**config.mk**
```make
export PLATFORM = sky130hd
export DESIGN_NAME = tcis_queue
export DESIGN_NICKNAME = d
export VERILOG_FILES = /design/src/sv/tcis_pkg.sv /design/src/sv/tcis_queue.sv
export SDC_FILE = /design/constraint.sdc
export NUM_CORES = 1
export LEC_CHECK = 0
export ABC_AREA = 1
export BUFFER_PORTS_ARGS = -buffer_cell sky130_fd_sc_hd__buf_2
export CAP_MARGIN = 10
export CORE_MARGIN = 2
export CORE_UTILIZATION = 56
export DETAILED_ROUTE_END_ITERATION = 7
export PLACE_DENSITY = 0.86
export SLEW_MARGIN = 40
export SYNTH_ARGS = -nofsm -noshare
export SYNTH_HDL_FRONTEND = slang
export SYNTH_SLANG_ARGS = --single-unit
```
**constraint.sdc**
```tcl
create_clock -name clk -period 14.15 [get_ports clk]
set_input_delay 0.7075 -clock clk [delete_from_list [all_inputs] [get_ports clk]]
set_output_delay 0.7075 -clock clk [all_outputs]
set_load 0.02 [all_outputs]
```
**src/sv/tcis_pkg.sv**
```systemverilog
// ----------------------------------------------------------------------------
// tcis_pkg
// Types and constants shared by the instruction step front end, queue and
// execution back end.
// ----------------------------------------------------------------------------
package tcis_pkg;

	localparam int WordW   = 64;
	localparam int InstrW  = 32;
	localparam int IdxW    = 4;
	localparam int OffW    = 27;
	localparam int ImmW    = 8;
	localparam int OutPcW  = 32;
	localparam int QueueDepth = 2;

	// instruction classes, top nibble of the word
	localparam logic [3:0] CLS_ALU = 4'h0;
	localparam logic [3:0] CLS_JMP = 4'h8;
	localparam logic [3:0] CLS_JEQ = 4'h9;
	localparam logic [3:0] CLS_JNE = 4'ha;
	localparam logic [3:0] CLS_JLE = 4'hb;
	localparam logic [3:0] CLS_JGE = 4'hc;
	localparam logic [3:0] CLS_JLT = 4'hd;
	localparam logic [3:0] CLS_JGT = 4'he;

	localparam logic OPER_PRESET = 1'b0;

	typedef enum logic [1:0] {
		KIND_PRESET,
		KIND_ALU,
		KIND_JUMP,
		KIND_STEP
	} kind_t;

	typedef enum logic [3:0] {
		OP_AND = 4'd0,
		OP_OR  = 4'd1,
		OP_XOR = 4'd2,
		OP_ADD = 4'd3,
		OP_ADC = 4'd4,
		OP_CMP = 4'd5,
		OP_SUB = 4'd6,
		OP_SBC = 4'd7,
		OP_MOV = 4'd8,
		OP_LSH = 4'd9,
		OP_RSH = 4'd10
	} alu_op_t;

	typedef struct packed {
		kind_t             kind;
		logic [3:0]        cond;
		logic              back_dir;
		logic [OffW-1:0]   off;
		logic              imm;
		alu_op_t           op;
		logic [IdxW-1:0]   src_a;
		logic [IdxW-1:0]   src_b;
		logic [IdxW-1:0]   dst;
		logic [ImmW-1:0]   imm8;
		logic [WordW-1:0]  preset_value;
	} dec_t;

	typedef struct packed {
		logic [OutPcW-1:0] next_pc;
		logic              wrote;
		logic [IdxW-1:0]   widx;
		logic [WordW-1:0]  wval;
		logic              carry;
	} res_t;

endpackage

```
**src/sv/tcis_queue.sv**
```systemverilog
// ----------------------------------------------------------------------------
// tcis_queue
// Short queue of decoded items between the front end and the back end.
// ----------------------------------------------------------------------------
module tcis_queue import tcis_pkg::*; (
	input  logic clk,
	input  logic arst_n,
	input  dec_t push_data,
	input  logic push_valid,
	output logic push_ready,
	output dec_t pop_data,
	output logic pop_valid,
	input  logic pop_ready
);
	localparam int PtrW = (QueueDepth > 1) ? $clog2(QueueDepth) : 1;
	localparam int CntW = $clog2(QueueDepth + 1);

	dec_t            slot_q [QueueDepth];
	logic [PtrW-1:0] wr_ptr_q;
	logic [PtrW-1:0] rd_ptr_q;
	logic [CntW-1:0] count_q;
	logic            push;
	logic            pop;

	assign push_ready = count_q != CntW'(QueueDepth);
	assign pop_valid  = count_q != '0;
	assign push       = push_valid && push_ready;
	assign pop        = pop_valid && pop_ready;
	assign pop_data   = slot_q[rd_ptr_q];

	always_ff @(posedge clk or negedge arst_n) begin
		if (!arst_n) begin
			wr_ptr_q <= '0;
			rd_ptr_q <= '0;
			count_q  <= '0;
		end else begin
			if (push) begin
				wr_ptr_q <= (wr_ptr_q == PtrW'(QueueDepth - 1)) ? '0 : wr_ptr_q + 1'b1;
			end
			if (pop) begin
				rd_ptr_q <= (rd_ptr_q == PtrW'(QueueDepth - 1)) ? '0 : rd_ptr_q + 1'b1;
			end
			case ({push, pop})
				2'b10:   count_q <= count_q + 1'b1;
				2'b01:   count_q <= count_q - 1'b1;
				default: count_q <= count_q;
			endcase
		end
	end

	always_ff @(posedge clk) begin
		if (push) begin
			slot_q[wr_ptr_q] <= push_data;
		end
	end
endmodule

```
==> metrics.yaml, run 1 <==
die:
  fp.dieW_um: 132.1
  die_area_mm2: 0.01744
  rows: 46
  pin_count: 252
  start_util: 0.5760
  coreArea_mm2: 0.01594
  die_h_um: 132.1
routing:
  final_antenna_net_count: 0
  num_vias: 5871
  vias_per_cell: 5.044
  dr.pass1.iters: 5
  wl_per_cell_um: 16.16
  drc: 0
  drt_iter0_markers: 378
  wl_um: 18820
power:
  power_density_mw_per_mm2: 224.0
  leakage_nw: 4.924
  vdd_drop_max_mv: 0.1595
logic_synthesis:
  synthesis.area_mm2: 0.009183
  synth_area_leader_cell: "edfxtp_1"
  yosys-top-cells-area: "edfxtp_1, nand2_1, dfrtp_1"
  synth_cell_types: 14
  netlist.area_leader.share: 0.8045
  ys.warnings.count: 0
  synth_cells: 672
  avgSynthCellArea_um2: 13.66
  synth_seq_area_share: 0.8154
  synth-seq-cells: 250
  syn-num-nets: 800
placement:
  place_hpwl_um: 11710
  place_ws_ps: 11000
  port_buffers: 251
  finalWeightedCongestion: 0.7705
global_route:
  grt_max_degree: 71
  first_global_vias: 5910
  grt_overflow: 0
  grt_pass1_wl_um: 29200
  antenna_found_initial: 1
  track_usage: 0.2116
run_status:
  status: "finished clean"
timing:
  setup_viol: 0
  fin_crit_sh: 0.2599
  tightestPinTransition_ps: 792.1
  max_freq_ghz: 0.2719
  skew_ps: 18.92
  final.setup.worst_slack_ps: 10470
  relSlewSlack: 0.4719
  post-route-min-period_ps: 3678
  setup_tns_ps: 0
  slew_violations: 0
  hold_violations: 0
  rsz0062_at_grt: "false"
job:
  cap_viol_max_count: 0
critical_path:
  cp-start-kind: "flop"
  endpoint_kind: "output pin"
  crit_arrival_ps: 2970
  cp.required_ps: 13440
  path_max_fanout: 70
  crit_type: "reg -> out"
cts:
  htree_num_levels: 1
  clk_path_buf_depth: 3
  insertion_delay_ps: 510
  cts_tree: "done"
  root_buffer: "clkbuf_16"
  cts_setup_buffers: 0
  cts.sinks: 250
  clk_pin_slew_ps: 60
  post_cts_resized: 0
  cts_hold_buf: 1
  numCtsBuffers: 24
layout:
  syn2layout_area_growth_pct: 23.94
  nNetsFinal: 1058
  drive_gt1_frac: 0.3101
  num_antenna_cells: 0
min_path:
  min_path_type: "in -> reg"
==> per-stage QoR <==
stage / instance area (µm²) / util / power, mW / instances / hold slack (ps)
detailed placement: 10590 / 0.6640 / 1.952 / 1118 / 481.9
global route: 11380 / 0.7139 / 2.680 / 1164 / 364.7
global placement: 10580 / 0.6638 / 1.931 / 1118 / 481.2
finish: 11380 / 0.7139 / 2.549 / 1164 / 383.8
floorplan: 9183 / - / 1.692 / 672 / 411.9
CTS: 11360 / 0.7124 / 2.567 / 1163 / 363.8
==> synth_stat cells (all sizes together) <==
cell,n
a21oi,1
buf,27
dfrtp,4
edfxtp,246
ha,1
inv,7
nand2,379
nand3,2
nand4,1
nor2,3
xnor2,1
==> layout make-up <==
type,instances,area [µm²]
clock buffer,32,651.9
clock inverter,12,108.9
fill,1043,4562
inverter,7,28.78
multi-input combinational,388,1491
sequential,250,7491
tap,216,270.3
timing repair buffer,259,1339
==> report_power, final <==
part | leakage, nW | internal (mW) | switching (mW)
combinational | 2.22 | 0.236 | 0.623
sequential | 2.34 | 1.01 | 0.0669
clock | 0.364 | 0.360 | 0.251
total | 4.92 | 1.61 | 0.941
==> final timing paths <==
path | from | endpoint | slack [ps] | depth (start not counted)
setup / recovery | rd_ptr_q$_DFFE_PN0P_ | pop_data[117] | 10470 | 5
hold / removal | push_data[86] | slot_q[1][86]$_DFFE_PP_ | 380 | 1
setup reg to reg | count_q[0]$_DFFE_PN0P_ | slot_q[1][12]$_DFFE_PP_ | 11560 | 6
hold reg to reg | count_q[1]$_DFFE_PN0P_ | count_q[1]$_DFFE_PN0P_ | 500 | 2
max in group asynchronous | arst_n | rd_ptr_q$_DFFE_PN0P_ | 13400 | 2
min in group asynchronous | arst_n | count_q[1]$_DFFE_PN0P_ | 590 | 2
==> registers in the layout (all words and copies together) (netlist names) <==
signal and flops:
count_q 2, rd_ptr_q 1, slot_q 246, wr_ptr_q 1
==> metal layers <==
metal | up-vias | global-route usage | share of wire
met1 | 2758 | 0.2609 | 0.38
li1 | 2780 | - | -
met3 | 41 | 0.06305 | 0.098
met2 | 290 | 0.3655 | 0.50
met4 | 2 | 0.06039 | 0.024
met5 | - | 0 | 0.00069
==> kinds of logic (layout without fill, tap and decap cells) <==
kind of cell             Yosys count  after routing  share of synthesized area
buffers and inverters             34            310                    0.02385
XOR/XNOR                           1              1                  0.0009540
adder cells (fa/ha/maj)            1              1                   0.001362
AO/OA/AOI/OAI                      1              1                  0.0005445
AND/OR/NAND/NOR                  385            385                     0.1579
flip-flops                       250            250                     0.8154
==> placed cells by master, fill, tap and decap left out <==
| cell | instances |
|---|---|
| a21oi_1 | 1 |
| dfrtp_1 | 3 |
| buf_6 | 2 |
| clkinv_1 | 5 |
| xnor2_1 | 1 |
| buf_12 | 1 |
| clkbuf_1 | 7 |
| inv_1 | 6 |
| clkinvlp_4 | 2 |
| bufinv_16 | 2 |
| buf_2 | 251 |
| nor2_1 | 1 |
| ha_1 | 1 |
| nand4_1 | 1 |
| edfxtp_1 | 246 |
| nor2_4 | 2 |
| clkbuf_16 | 25 |
| inv_4 | 1 |
| nand2_1 | 379 |
| clkinv_2 | 3 |
| dfrtp_4 | 1 |
| dlygate4sd3_1 | 1 |
| nand3_1 | 2 |
| buf_4 | 4 |
==> critical path, cell delays in order (launching register included) <==
cell     delay (ps)
dfrtp_4         720
inv_4           520
buf_4           680
nand2_1         110
nand2_1         130
buf_2           170
Power figures use the tool's default switching activity.
==> run 2: changes to the inputs <==
--- a/config.mk
+++ b/config.mk
@@ -9,9 +9,9 @@
 export BUFFER_PORTS_ARGS = -buffer_cell sky130_fd_sc_hd__buf_2
 export CAP_MARGIN = 10
 export CORE_MARGIN = 2
-export CORE_UTILIZATION = 56
+export CORE_UTILIZATION = 52
 export DETAILED_ROUTE_END_ITERATION = 7
-export PLACE_DENSITY = 0.86
+export PLACE_DENSITY = 0.8
 export SLEW_MARGIN = 40
 export SYNTH_ARGS = -nofsm -noshare
 export SYNTH_HDL_FRONTEND = slang
==> constraint.sdc (replaced) <==
create_clock -name clk -period 3.7 [get_ports clk]
set_input_delay 0.185 -clock clk [delete_from_list [all_inputs] [get_ports clk]]
set_output_delay 0.185 -clock clk [all_outputs]
set_load 0.02 [all_outputs]
==> run 2 against run 1 <==
Effect of this change: largest power group unchanged; count of clock-buffer cells in the layout is 4 lower; critical endpoint is now pop_data[104]; total power rose to 4.0 times the previous value; sequential share of layout area fell by 6.9 points; via count up 9.6%; critical path type unchanged.
==> metrics.yaml, run 2 (synthesis results as in run 1) <==
layout:
  largest_reg_flops: 246
  layout_common_cells: "nand2_1, buf_2, edfxtp_1, dlygate4sd3_1, clkbuf_16"
  top_register: "slot_q"
  layout_commonest_cell: "nand2_1"
  num_antenna_cells: 0
  largestRegisters: "slot_q (246), count_q (2)"
  nNetsFinal: 1185
  stdcell_area_mm2: 0.01272
  syn2layout_area_growth_pct: 38.56
  drive_gt1_frac: 0.2791
routing:
  wl_um: 21440
  final_antenna_net_count: 0
  drc: 0
  drt_iter0_markers: 425
  wl_per_cell_um: 16.49
  num_vias: 6437
  vias_per_cell: 4.952
  dr.pass1.iters: 5
die:
  die_area_mm2: 0.01874
  die_h_um: 136.9
  start_util: 0.5309
  fp.dieW_um: 136.9
  rows: 48
  pin_count: 252
  coreArea_mm2: 0.01730
power:
  vdd_drop_max_mv: 0.7540
  leakage_nw: 5.495
  power_density_mw_per_mm2: 794.4
critical_path:
  cp.required_ps: 3510
  path_max_fanout: 84
  worstSetupStartpoint: "rd_ptr_q$_DFFE_PN0P_"
  crit_arrival_ps: 2480
  crit_type: "reg -> out"
  endpoint_kind: "output pin"
  cp-start-kind: "flop"
  r2r-start: "count_q[0]$_DFFE_PN0P_"
global_route:
  first_global_vias: 6402
  grt_pass1_wl_um: 31780
  grt_overflow: 0
  antenna_found_initial: 0
  grt_max_degree: 85
  track_usage: 0.2227
cts:
  htree_num_levels: 1
  clk_pin_slew_ps: 60
  post_cts_resized: 0
  cts_setup_buffers: 0
  cts_hold_buf: 126
  cts_tree: "done"
  root_buffer: "clkbuf_16"
  insertion_delay_ps: 500
  clk_path_buf_depth: 3
  cts.sinks: 250
  numCtsBuffers: 25
timing:
  holdWs_ps: 60.37
  max_freq_ghz: 0.3758
  post-route-min-period_ps: 2661
  rsz0062_at_grt: "false"
  skew_ps: 13.36
  tightestPinTransition_ps: 770.4
  fin_crit_sh: 0.7192
  final.setup.worst_slack_ps: 1039
  relSlewSlack: 0.4864
  setup_tns_ps: 0
  setup_viol: 0
  hold_violations: 0
  slew_violations: 0
run_status:
  status: "finished clean"
placement:
  dpl_cell_area_mm2: 0.01064
  finalWeightedCongestion: 0.7670
  place_ws_ps: 1600
  place_hpwl_um: 11430
  port_buffers: 251
job:
  cap_viol_max_count: 0
min_path:
  min_path_type: "in -> async"
==> run 2: cell count changes in the layout (fill, tap and decap cells not counted), moves of 2 or more <==
cell | previous run | this run
dlygate4sd3_1 | 1 | 126
clkbuf_1 | 7 | 3
clkinv_2 | 3 | 6
bufinv_16 | 2 | 4
==> run 2: final timing paths <==
kind,endpoint,slack (ps),cells past startpoint
min,count_q[0]$_DFFE_PN0P_,60,2
max,pop_data[104],1040,5
min in group clk,slot_q[0][1]$_DFFE_PP_,410,2
max in group asynchronous,rd_ptr_q$_DFFE_PN0P_,3490,2
max reg2reg,slot_q[0][110]$_DFFE_PP_,1720,5
min reg2reg,count_q[1]$_DFFE_PN0P_,510,2
==> run 2: final cells by class <==
| class | count | area, µm² |
|---|---|---|
| sequential | 250 | 7491 |
| clock inverter | 17 | 185.2 |
| timing repair buffer | 385 | 2606 |
| tap | 225 | 281.5 |
| inverter | 7 | 31.28 |
| clock buffer | 28 | 636.9 |
| fill | 991 | 4573 |
| multi-input combinational | 388 | 1491 |
==> run 2: metrics by stage <==
stage          total power, mW  instances    util
6_report                 10.11       1300  0.7356
5_1_grt                  10.59       1300  0.7356
3_3_place_gp             7.435       1129  0.6148
2_1_floorplan            6.410        672       -
4_1_cts                  10.10       1300  0.7356
3_5_place_dp             7.494       1129  0.6152
==> run 2: power breakdown <==
group          switching, mW  internal [mW]
Combinational           2.50           1.01
Clock                  0.990           1.52
Sequential             0.228           3.87
==> run 2: critical path, cell delays in order, from the launching register on <==
cell and delay (ps):
dfrtp_4 670, inv_6 550, buf_12 290, nand2_1 110, nand2_1 100, buf_2 170
==> run 2: metal layers <==
metal / GRT usage / wire length, µm
met5: 0 / 0
met4: 0.09107 / 781
met3: 0.04630 / 1790
met2: 0.4003 / 11150
met1: 0.2609 / 7715
